[config.mk]
export PLATFORM = sky130hd
export DESIGN_NAME = mhnt_front
export DESIGN_NICKNAME = d
export VERILOG_FILES = /design/src/rtl/core/mhnt_pkg.sv /design/src/rtl/core/mhnt_front.sv
export SDC_FILE = /design/constraint.sdc
export NUM_CORES = 1
export LEC_CHECK = 0
export ABC_AREA = 1
export BUFFER_PORTS_ARGS = -buffer_cell sky130_fd_sc_hd__buf_4
export CORE_MARGIN = 2
export CORE_UTILIZATION = 49
export CTS_CLUSTER_SIZE = 20
export DETAILED_ROUTE_END_ITERATION = 6
export PLACE_DENSITY = 0.79
export SYNTH_ARGS = -nofsm -noshare
export SYNTH_HDL_FRONTEND = slang
export SYNTH_SLANG_ARGS = --single-unit
[constraint.sdc]
create_clock -name clock -period 2.31 [get_ports clock]
set_input_delay 0.693 -clock clock [delete_from_list [all_inputs] [get_ports clock]]
set_output_delay 0.693 -clock clock [all_outputs]
set_load 0.03 [all_outputs]
[src/rtl/core/mhnt_pkg.sv]
// Shared constants, codes and types of the MIDI hanging-note tracker.
// Depends on nothing; every module of the tracker imports it.
package mhnt_pkg;

   localparam int CHANNELS    = 16;
   localparam int PITCHES     = 128;
   localparam int COUNT_WIDTH = 8;

   localparam int SLOTS    = CHANNELS * PITCHES;
   localparam int ADDR_W   = (SLOTS > 1) ? $clog2(SLOTS) : 1;
   localparam int CURSOR_W = 11;
   localparam int CHAN_W   = 4;
   localparam int KEY_W    = 7;

   localparam logic [CURSOR_W:0]    SLOTS_C   = (CURSOR_W + 1)'(SLOTS);
   localparam logic [ADDR_W-1:0]    WIPE_LAST = ADDR_W'(SLOTS - 1);
   localparam logic [COUNT_WIDTH-1:0] COUNT_MAX = {COUNT_WIDTH{1'b1}};

   localparam logic [7:0] KIND_MASK = 8'hf0;
   localparam logic [7:0] CHAN_MASK = 8'h0f;
   localparam logic [7:0] KIND_OFF  = 8'h80;
   localparam logic [7:0] KIND_ON   = 8'h90;

   // request commands
   localparam logic [1:0] CMD_TRACK = 2'd0;
   localparam logic [1:0] CMD_CLEAR = 2'd1;
   localparam logic [1:0] CMD_FETCH = 2'd2;

   // classified operations handed from front to back
   localparam logic [2:0] OP_NOP   = 3'd0;
   localparam logic [2:0] OP_INC   = 3'd1;
   localparam logic [2:0] OP_DEC   = 3'd2;
   localparam logic [2:0] OP_CLEAR = 3'd3;
   localparam logic [2:0] OP_FETCH = 3'd4;

   typedef struct packed {
      logic [2:0]        code;
      logic [ADDR_W-1:0] addr;
   } op_type;

   typedef struct packed {
      logic       note_off_valid;
      logic [7:0] note_off_status;
      logic [6:0] note_off_key;
      logic       scan_done;
      logic [7:0] note_count;
   } rsp_type;

   typedef struct packed {
      logic init_busy;
   } back_stat_type;

   function automatic logic [7:0] count_to_byte(input logic [COUNT_WIDTH-1:0] c);
      logic [15:0] wide;
      wide = 16'(c);
      return wide[7:0];
   endfunction

endpackage

[src/rtl/core/mhnt_front.sv]
// Front part of the hanging-note tracker: classifies requests and queues them.
// Depends on mhnt_pkg.
module mhnt_front import mhnt_pkg::*; (
   input  logic             clock,
   input  logic             reset,
   input  logic             hold,
   input  logic             req_push,
   output logic             req_full,
   input  logic [1:0]       req_command,
   input  logic [7:0]       req_status_byte,
   input  logic [6:0]       req_key_number,
   input  logic [6:0]       req_velocity,
   output logic             op_valid,
   output op_type           op,
   input  logic             op_take
);

   op_type              q_ff [2];
   logic                wr_ptr_ff, wr_ptr_in;
   logic                rd_ptr_ff, rd_ptr_in;
   logic [1:0]          cnt_ff, cnt_in;
   logic                push, pop;
   op_type              cls;
   logic [7:0]          kind;
   logic [CHAN_W-1:0]   chan;
   logic                in_range;
   logic [CURSOR_W:0]   lin;

   always_comb begin
      kind     = req_status_byte & KIND_MASK;
      chan     = CHAN_W'(req_status_byte & CHAN_MASK);
      in_range = ({1'b0, chan} < (CHAN_W + 1)'(CHANNELS)) &&
                 ({1'b0, req_key_number} < (KEY_W + 1)'(PITCHES));
      lin      = (CURSOR_W + 1)'(chan) * (CURSOR_W + 1)'(PITCHES)
                 + (CURSOR_W + 1)'(req_key_number);
      cls.addr = lin[ADDR_W-1:0];
      case (req_command)
         CMD_TRACK: begin
            if ((kind == KIND_ON || kind == KIND_OFF) && in_range) begin
               cls.code = (kind == KIND_ON && req_velocity != 7'd0) ? OP_INC : OP_DEC;
            end else begin
               cls.code = OP_NOP;
            end
         end
         CMD_CLEAR: cls.code = OP_CLEAR;
         CMD_FETCH: cls.code = OP_FETCH;
         default:   cls.code = OP_NOP;
      endcase
   end

   assign req_full = (cnt_ff == 2'd2) || hold;
   assign op_valid = (cnt_ff != 2'd0);
   assign op       = q_ff[rd_ptr_ff];
   assign push     = req_push && !req_full;
   assign pop      = op_valid && op_take;

   always_comb begin
      wr_ptr_in = push ? !wr_ptr_ff : wr_ptr_ff;
      rd_ptr_in = pop ? !rd_ptr_ff : rd_ptr_ff;
      cnt_in    = cnt_ff + 2'(push) - 2'(pop);
   end

   always_ff @(posedge clock) begin
      if (reset) begin
         wr_ptr_ff <= 1'b0;
         rd_ptr_ff <= 1'b0;
         cnt_ff    <= 2'd0;
      end else begin
         wr_ptr_ff <= wr_ptr_in;
         rd_ptr_ff <= rd_ptr_in;
         cnt_ff    <= cnt_in;
      end
   end

   always_ff @(posedge clock) begin
      if (push) begin
         q_ff[wr_ptr_ff] <= cls;
      end
   end

endmodule

==> results.yml, run 1 <==
detailed_routing:
  drtAntennaViolNets: 0
  drt-vias-per-instance: 4.92
  detail_route.wl_per_cell_um: 13.4
  drcViolationCount: 0
  wirelength_mm: 2.54
  via_count: 935
  dr.pass1.iters: 5
  drtIter0Drc: 36
synthesis:
  syn_inst: 105
  netlist.area_leader.share_pct: 61.8
  yosys.area.top_type: "edfxtp_1"
  avgSynthCellArea_sq_um: 13.0
  synth_area_leaders: "edfxtp_1 62%, mux2_2 12%, dfxtp_1 7.4%"
  seq_area_frac_synth_pct: 69.2
  syn-num-nets: 136
  ys_ff_latch: 33
  syn-cell-area_sq_mm: 0.00136
  yosys_warnings: 0
  ys_types: 15
timing:
  rsz0062_at_grt: "no"
  post-route-period-util_pct: 92.5
  fmax_mhz: 468
  fin_ws_ns: 0.173
  finalSetupTns_ns: 0
  fin_worst_skew_ns: 0.00556
  hold_ws_ns: 0.462
  slew_viol_final: 0
  setup_viol: 0
  worstMarginPinSlew_ns: 0.582
  post-route-min-period_ns: 2.14
  slew-limit-headroom_pct: 61.1
  hold_viol_final: 0
global_route:
  use_met3_pct: 8.06
  grt-ovfl-total: 0
  globalRouteMet1Util_pct: 17.7
  top_usage_layer: "met2"
  antenna_found_initial: 0
  grt_pass1_vias: 1026
  grt_max_degree: 15
  gr-usage-met2_pct: 31.9
  grt_usage_pct: 18.0
  grt_pass1_wl_mm: 4.24
layout:
  insertedDiodeCount: 0
  regArea_sq_um: 942
  final_common_cell: "buf_4"
  fin_nets: 189
  instances_no_fill: 190
  drive_above_1_share_pct: 44.0
  layout_common_cells: "46 x buf_4, 28 x edfxtp_1, 16 x nand2_1"
  area_growth_pct: 33.0
  multiInputGateArea_sq_um: 355
  fillers: 223
min_path:
  min_delay_path_depth: 2
  worst_hold_path_type: "reg2reg"
pwr:
  pwr-share-seq_pct: 45.4
  p_switching_mw: 0.564
  leakagePower_nw: 0.777
  p_clk_share_pct: 18.6
  p_sw_share_pct: 34.0
  pwr-share-comb_pct: 36.0
  internal-power_mw: 1.09
  power_density_mw_per_mm2: 916
  ir_worst_vdd_uv: 598
clocking:
  numCtsBuffers: 5
  cts_resized: 0
  h-tree-depth: 2
  post_cts_buffers: 0
  tritoncts: "yes"
  worst_skew_pair.late_latency_ns: 0.33
  cts_root_buf: "clkbuf_4"
  cts_buffer_depth: 2
  cts.clk_slew.worst_paths_ns: 0.10
  cts_sinks: 33
  cts_hold_buf: 0
worst_setup_path:
  cp.arrival_ns: 1.44
  required_ns: 1.62
  cp_max_fo: 9
  rr_worst_depth: 10
  worstSetupPathType: "reg2out"
  startpoint_type: "register"
  crit_path_end_kind: "output pin"
placement:
  place_inst: 182
  hpwl_mm: 1.90
  finalWeightedCongestion: 0.656
  io_buffers: 44
  pre_cts_ws_ns: 0.292
floorplanning:
  die_h_um: 56.7
  die_x_um: 56.7
  die_area_sq_mm: 0.00321
  ios: 45
  rows: 19
  initial_core_util_pct: 50.6
  core_sq_mm: 0.00269
flow_run:
  max-cap-violations: 0
run_status:
  status: "finished, final reports clean"
-- cell usage after synthesis --
cell type	instances
a21oi_1	1
edfxtp_1	28
nand3_1	2
nand2_1	16
buf_6	1
nor2_1	15
nand4_1	1
o21ai_0	2
ha_1	2
and2_1	1
dfxtp_1	5
nor3_1	2
mux2_2	14
xnor2_1	1
inv_1	14
-- layer usage --
metal | part of all wire [%] | vias to the layer above | routed length [um]
li1 | - | 460 | -
met1 | 36 | 439 | 920
met2 | 54 | 32 | 1380
met3 | 7.8 | 4 | 199
met4 | 1.3 | 0 | 34
met5 | 0 | - | 0
-- power by group through the flow --
stage / sequential [mW] / combinational [mW] / clock, mW
global placement: 0.760 / 0.576 / 0
CTS: 0.752 / 0.604 / 0.321
detailed placement: 0.764 / 0.600 / 0
finish: 0.752 / 0.597 / 0.308
floorplan: 0.751 / 0.387 / 0
global route: 0.760 / 0.648 / 0.341
-- final timing paths --
kind | startpoint | endpoint | slack (ns)
hold / removal | wr_ptr_ff$_SDFFE_PP0P_ | wr_ptr_ff$_SDFFE_PP0P_ | 0.46
setup reg to reg | cnt_ff[0]$_SDFF_PP0_ | cnt_ff[1]$_SDFF_PP0_ | 0.69
setup / recovery | register | op[11] | 0.17
hold reg to reg | wr_ptr_ff$_SDFFE_PP0P_ | wr_ptr_ff$_SDFFE_PP0P_ | 0.46
-- critical path: stages (launching register included) --
cell and delay (ns):
dfxtp_2 0.44, buf_12 0.15, mux2_2 0.34, buf_4 0.17
-- sequential cells by signal (all words and copies together), names as in the netlist, named ones only --
signal / cells
wr_ptr_ff: 1
cnt_ff: 2
rd_ptr_ff: 1
q_ff: 28
-- through the flow --
step	area [sq um]	power, mW	utilization (%)
3_5_place_dp	1750	1.36	65.3
3_3_place_gp	1750	1.34	65.3
2_1_floorplan	1360	1.14	-
4_1_cts	1810	1.68	67.3
6_report	1810	1.66	67.3
5_1_grt	1810	1.75	67.3
-- cells by family (layout without fill, tap and decap cells) --
kind of cell | after synthesis | in the layout | share of synthesized area, %
AO/OA/AOI/OAI | 3 | 3 | 1.10
flip-flops | 33 | 33 | 69.2
XOR/XNOR | 1 | 1 | 0.644
AND/OR/NAND/NOR | 37 | 37 | 10.9
multiplexers | 14 | 14 | 11.6
buffers and inverters | 15 | 69 | 4.69
adder cells (fa/ha/maj) | 2 | 2 | 1.84
-- layout make-up --
type                            instances  area share (%)
Inverter                               14            2.90
Multi-Input combinational cell         57            19.6
Clock inverter                          3           0.968
Sequential cell                        33            52.1
Clock buffer                            5            2.07
Timing Repair Buffer                   47            20.2
Tap cell                               31            2.14
No activity file was read; power rests on OpenSTA's default activity.
==> run 2, diff against run 1 <==
- ABC_AREA: 1 -> default
- CORE_ASPECT_RATIO: default -> 0.6
- CORE_UTILIZATION: 49 -> 48
- PLACE_DENSITY: 0.79 -> 0.78
==> run 2 against run 1 <==
Power up 11%. Maximum frequency fell by 2.6%. Die area grew 0.27%. Clock power increased by 36%. Register-to-register slack got worse by 0.33 ns. Cell count shrank 13%. Synthesized cell count is 24% lower. Critical path depth is the same. Critical endpoint is now op[1]. Largest cell class unchanged. Clock skew is essentially flat.
==> results.yml, run 2 <==
synthesis:
  synth_top_cells_by_count: "28 x edfxtp_1, 14 x mux2_2, 8 x nor2_1"
  yosys.area.top_type: "edfxtp_1"
  netlist.area_leader.share_pct: 63.2
  async_flop_share_pct: 0
  syn-cell-area_sq_mm: 0.00133
  seq_area_frac_synth_pct: 70.7
  avgSynthCellArea_sq_um: 16.6
  ys_types: 24
  yosys_warnings: 0
  yosys.area_share.simple_pct: 8.37
  synth_edf_count: 28
  synth_top_family_by_area: "multiplexers"
  synth_area_leaders: "edfxtp_1 63%, mux2_2 12%, dfxtp_1 7.5%"
  ys_ff_latch: 33
  synth-compound-area-share_pct: 3.20
  synth_xor_area_share_pct: 1.32
  muxShareOfSynthArea_pct: 13.0
  synth_flop_cell: "edfxtp_1"
  syn_inst: 80
  syn-num-nets: 111
  synth_adder_area_share_pct: 1.88
  synth.most_common_cell: "edfxtp_1"
floorplanning:
  rows: 14
  die_area_sq_mm: 0.00322
  initial_core_util_pct: 51.7
  ios: 45
  core_sq_mm: 0.00257
  die_h_um: 44.8
  die_x_um: 72.0
flow_run:
  max-cap-violations: 0
detailed_routing:
  drcViolationCount: 0
  drtAntennaViolNets: 0
  via_count: 848
  drt-vias-per-instance: 5.11
  dr.pass1.iters: 4
  drtIter0Drc: 26
  wirelength_mm: 2.40
  detail_route.wl_per_cell_um: 14.5
worst_setup_path:
  path_cells: "buf_4 > mux2_2 > buf_4"
  cp_max_fo: 9
  worstReg2RegStart: "cnt_ff[1]$_SDFF_PP0_"
  cp.arrival_ns: 1.50
  crit_path_end_kind: "output pin"
  cp_num_buf_inv: 2
  critPathMaxStageDelay_ns: 0.45
  startpoint_type: "register"
  path_common_cell: "buf_4"
  path_delay_family: "flip-flops"
  required_ns: 1.62
  cpMaxStageDelayCell: "dfxtp_1"
  worstSetupPathType: "reg2out"
layout:
  drive_above_1_share_pct: 57.5
  largest_register_ff_count: 28
  area_growth_pct: 35.7
  final_common_cell: "buf_4"
  top_regs: "q_ff: 28 flops, cnt_ff: 2 flops"
  fin_nets: 164
  post-route-util_pct: 70.1
  insertedDiodeCount: 0
  fillers: 189
  layout_common_cells: "47 x buf_4, 28 x edfxtp_1, 14 x mux2_2"
  instances_no_fill: 166
  max_flop_register: "q_ff"
timing:
  fmax_mhz: 456
  post-route-min-period_ns: 2.19
  fin_ws_ns: 0.117
  finalSetupTns_ns: 0
  slew-limit-headroom_pct: 79.0
  fin_worst_skew_ns: 0.00555
  setup_viol: 0
  rsz0062_at_grt: "no"
  slew_viol_final: 0
  hold_viol_final: 0
  worstMarginPinSlew_ns: 0.314
  post-route-period-util_pct: 95.0
global_route:
  grt-ovfl-total: 0
  grt_pass1_wl_mm: 3.83
  grt_pass1_vias: 862
  antenna_found_initial: 0
  grt_usage_pct: 16.6
  grt_max_degree: 15
placement:
  pre_cts_ws_ns: 0.000899
  io_buffers: 44
  finalWeightedCongestion: 0.694
  place_inst: 158
  hpwl_mm: 1.82
run_status:
  status: "finished, final reports clean"
clocking:
  h-tree-depth: 2
  numCtsBuffers: 5
  worst_skew_pair.late_latency_ns: 0.28
  cts.clk_slew.worst_paths_ns: 0.07
  post_cts_buffers: 0
  cts_hold_buf: 0
  cts_root_buf: "clkbuf_8"
  cts_sinks: 33
  cts_buffer_depth: 2
  tritoncts: "yes"
  cts_resized: 0
min_path:
  worstHoldStart: "rd_ptr_ff$_SDFFE_PP0P_"
  worst_hold_path_type: "reg2reg"
pwr:
  power_density_mw_per_mm2: 1020
  leakagePower_nw: 0.741
  ir_worst_vdd_uv: 453
## run 2: cell type report
cell class / count / area, sq um / area share (%)
Clock buffer: 5 / 68.8 / 3.81
Clock inverter: 3 / 17.5 / 0.971
Inverter: 4 / 15.0 / 0.832
Multi-Input combinational cell: 42 / 369 / 20.5
Sequential cell: 33 / 941 / 52.1
Tap cell: 32 / 40.0 / 2.22
Timing Repair Buffer: 47 / 353 / 19.6
## run 2: final timing paths
kind                           to  slack (ns)  depth (start not counted)
max reg2reg  cnt_ff[1]$_SDFF_PP0_        0.36                          8
max                         op[1]        0.12                          3
min reg2reg              register        0.54                          2
min                      register        0.54                          2
## run 2: metrics by stage
stage | total power, mW | area [sq um] | hold slack, ns
2_1_floorplan | 1.20 | 1330 | 0.481
3_3_place_gp | 1.41 | 1720 | 0.496
3_5_place_dp | 1.44 | 1720 | 0.532
4_1_cts | 1.85 | 1800 | 0.545
5_1_grt | 1.92 | 1800 | 0.585
6_report | 1.84 | 1800 | 0.540
## run 2: logic make-up (layout without fill, tap and decap cells)
group,count (synthesis),after routing
AND/OR/NAND/NOR,18,18
flip-flops,33,33
multiplexers,15,15
adder cells (fa/ha/maj),2,2
AO/OA/AOI/OAI,5,5
XOR/XNOR,2,2
buffers and inverters,5,59
## run 2: worst register-to-register path, delay by kind of cell (launching register included)
kind,cells,cell delay [ns]
XOR/XNOR,1,0.14
buffers and inverters,1,0.04
flip-flops,1,0.35
adder cells (fa/ha/maj),2,0.46
AND/OR/NAND/NOR,4,0.88
## run 2: layer usage
metal  part of all wire [%]  global-route usage [%]  vias up
li1                       -                       -      402
met1                     42                    19.0      406
met2                     49                    29.6       36
met3                    7.9                    6.25        4
met4                    1.0                    5.66        0
met5                      0                       0        -
## run 2: where the power goes
group / switching, mW / leakage [nW] / internal, mW
combinational: 0.347 / 0.398 / 0.300
clock: 0.212 / 0.0439 / 0.208
sequential: 0.0477 / 0.299 / 0.723
total: 0.607 / 0.741 / 1.23
==> run 3, diff against run 2 <==
- MAX_ROUTING_LAYER: default -> met4
- PLACE_DENSITY: 0.78 -> 0.89
==> run 3 against run 2 <==
Clock skew down 0.0027 ns. Maximum frequency up 7.9%. Critical path depth increased by 5. Global-route usage increased by 1.2 points. Via count is 2.2% lower. Combinational power increased by 3.4%. Sequential power is 1% lower. Highest routed layer unchanged.
==> results.yml, run 3 (same netlist as run 2, synthesis figures left out) <==
run_status:
  status: "finished, final reports clean"
layout:
  fin_nets: 165
  post-route-util_pct: 70.2
  largest_register_ff_count: 28
  max_flop_register: "q_ff"
  area_growth_pct: 35.8
  top_regs: "q_ff: 28 flops, cnt_ff: 2 flops"
  layout_common_cells: "48 x buf_4, 28 x edfxtp_1, 14 x mux2_2"
  drive_above_1_share_pct: 56.3
  fin_area_sq_mm: 0.00181
  insertedDiodeCount: 0
  final_common_cell: "buf_4"
global_route:
  antenna_found_initial: 0
  grt_pass1_wl_mm: 3.83
  grt_pass1_vias: 880
  grt_usage_pct: 17.9
  grt-ovfl-total: 0
  grt_max_degree: 15
pwr:
  design_power_total_mw: 1.82
  pwr-share-comb_pct: 36.7
  p_switching_mw: 0.588
  ir_worst_vdd_uv: 477
  internal-power_mw: 1.24
  p_clk_share_pct: 21.5
  p_sw_share_pct: 32.3
  power_density_mw_per_mm2: 1010
  pwr-share-seq_pct: 41.8
  leakagePower_nw: 0.745
flow_run:
  max-cap-violations: 0
clocking:
  cts_root_buf: "clkbuf_8"
  cts_hold_buf: 0
  tritoncts: "yes"
  numCtsBuffers: 5
  cts_buffer_depth: 2
  cts.clk_slew.worst_paths_ns: 0.06
  post_cts_buffers: 0
  cts_sinks: 33
  cts_resized: 0
  h-tree-depth: 2
  worst_skew_pair.late_latency_ns: 0.28
timing:
  rsz0062_at_grt: "no"
  post-route-period-util_pct: 88.0
  worstMarginPinSlew_ns: 0.297
  hold_viol_final: 0
  fin_worst_skew_ns: 0.00281
  slew_viol_final: 0
  post-route-min-period_ns: 2.03
  slew-limit-headroom_pct: 80.1
  finalSetupTns_ns: 0
  setup_viol: 0
  fmax_mhz: 492
worst_setup_path:
  cp.arrival_ns: 2.23
  path_cells: "buf_4 > or3b_4 > ha_1 > inv_1 > ha_1 > xor2_1 > and2_2 > nor3_1"
  required_ns: 2.51
  path_common_cell: "ha_1"
  cpMaxStageDelayCell: "or3b_4"
  crit_path_end_kind: "register"
  path_delay_family: "simple AND/OR/NAND/NOR gates"
  cp_max_fo: 4
  worstSetupPathType: "in2reg"
  startpoint_type: "input pin"
  critPathMaxStageDelay_ns: 0.42
  cp_num_buf_inv: 2
detailed_routing:
  detail_route.wl_per_cell_um: 14.8
  dr.pass1.iters: 4
  via_count: 829
  drtIter0Drc: 62
  wirelength_mm: 2.48
  drt-vias-per-instance: 4.96
  drtAntennaViolNets: 0
  drcViolationCount: 0
placement:
  finalWeightedCongestion: 0.663
  placement.cell_area_sq_mm: 0.00173
  io_buffers: 44
  hpwl_mm: 1.79
floorplanning:
  rows: 14
  die_area_sq_mm: 0.00322
  core_sq_mm: 0.00257
  ios: 45
  die_x_um: 72.0
  die_h_um: 44.8
  initial_core_util_pct: 51.7
min_path:
  worst_hold_path_type: "reg2reg"
run 3: cell types whose count changed in the layout (fill, tap and decap cells not counted), sizes merged:
cell      before  now
buf           47   48
clkinv         2    3
clkinvlp       1    0
run 3: worst paths after layout:
path / start / to / slack, ns / cells past startpoint
min: rd_ptr_ff$_SDFFE_PP0P_ / rd_ptr_ff$_SDFFE_PP0P_ / 0.53 / 2
max reg2reg: cnt_ff[0]$_SDFF_PP0_ / cnt_ff[1]$_SDFF_PP0_ / 0.33 / 8
max: hold / cnt_ff[1]$_SDFF_PP0_ / 0.28 / 8
min reg2reg: rd_ptr_ff$_SDFFE_PP0P_ / rd_ptr_ff$_SDFFE_PP0P_ / 0.53 / 2
run 3: final cells by class:
class	count	area, sq um
repair buffers	48	360
flip-flops and latches	33	941
clock inverters	3	12.5
inverters	4	15.0
multi-input cells	42	369
clock buffers	5	68.8
well taps	32	40.0
fillers	180	768
run 3: per-stage QoR:
stage                     setup slack [ns]  hold WS, ns  std cells
after detailed placement           -0.0108        0.518        159
final                                0.278        0.533        167
after CTS                            0.277        0.534        167
after floorplan                      0.194        0.481         80
after global placement              0.0978        0.498        159
after global routing                 0.201        0.549        167
run 3: layer usage:
layer	vias up	share of wire, %	track usage [%]
li1	403	-	-
met4	0	1.5	9.81
met2	35	50	29.4
met3	4	6.2	8.26
met5	-	0	-
met1	387	42	18.2
run 3: worst register-to-register path, cell delays in order (launching register included):
cell     delay, ns
dfxtp_1       0.44
nor2b_4       0.06
or3b_4        0.41
ha_1          0.30
inv_1         0.04
ha_1          0.17
xor2_1        0.15
and2_2        0.19
nor3_1        0.13
run 3: power by group through the flow:
stage | Combinational, mW | Clock [mW] | Sequential, mW
4_1_cts | 0.676 | 0.406 | 0.763
3_5_place_dp | 0.673 | 0 | 0.775
3_3_place_gp | 0.651 | 0 | 0.766
2_1_floorplan | 0.431 | 0 | 0.768
5_1_grt | 0.711 | 0.435 | 0.768
6_report | 0.669 | 0.393 | 0.762
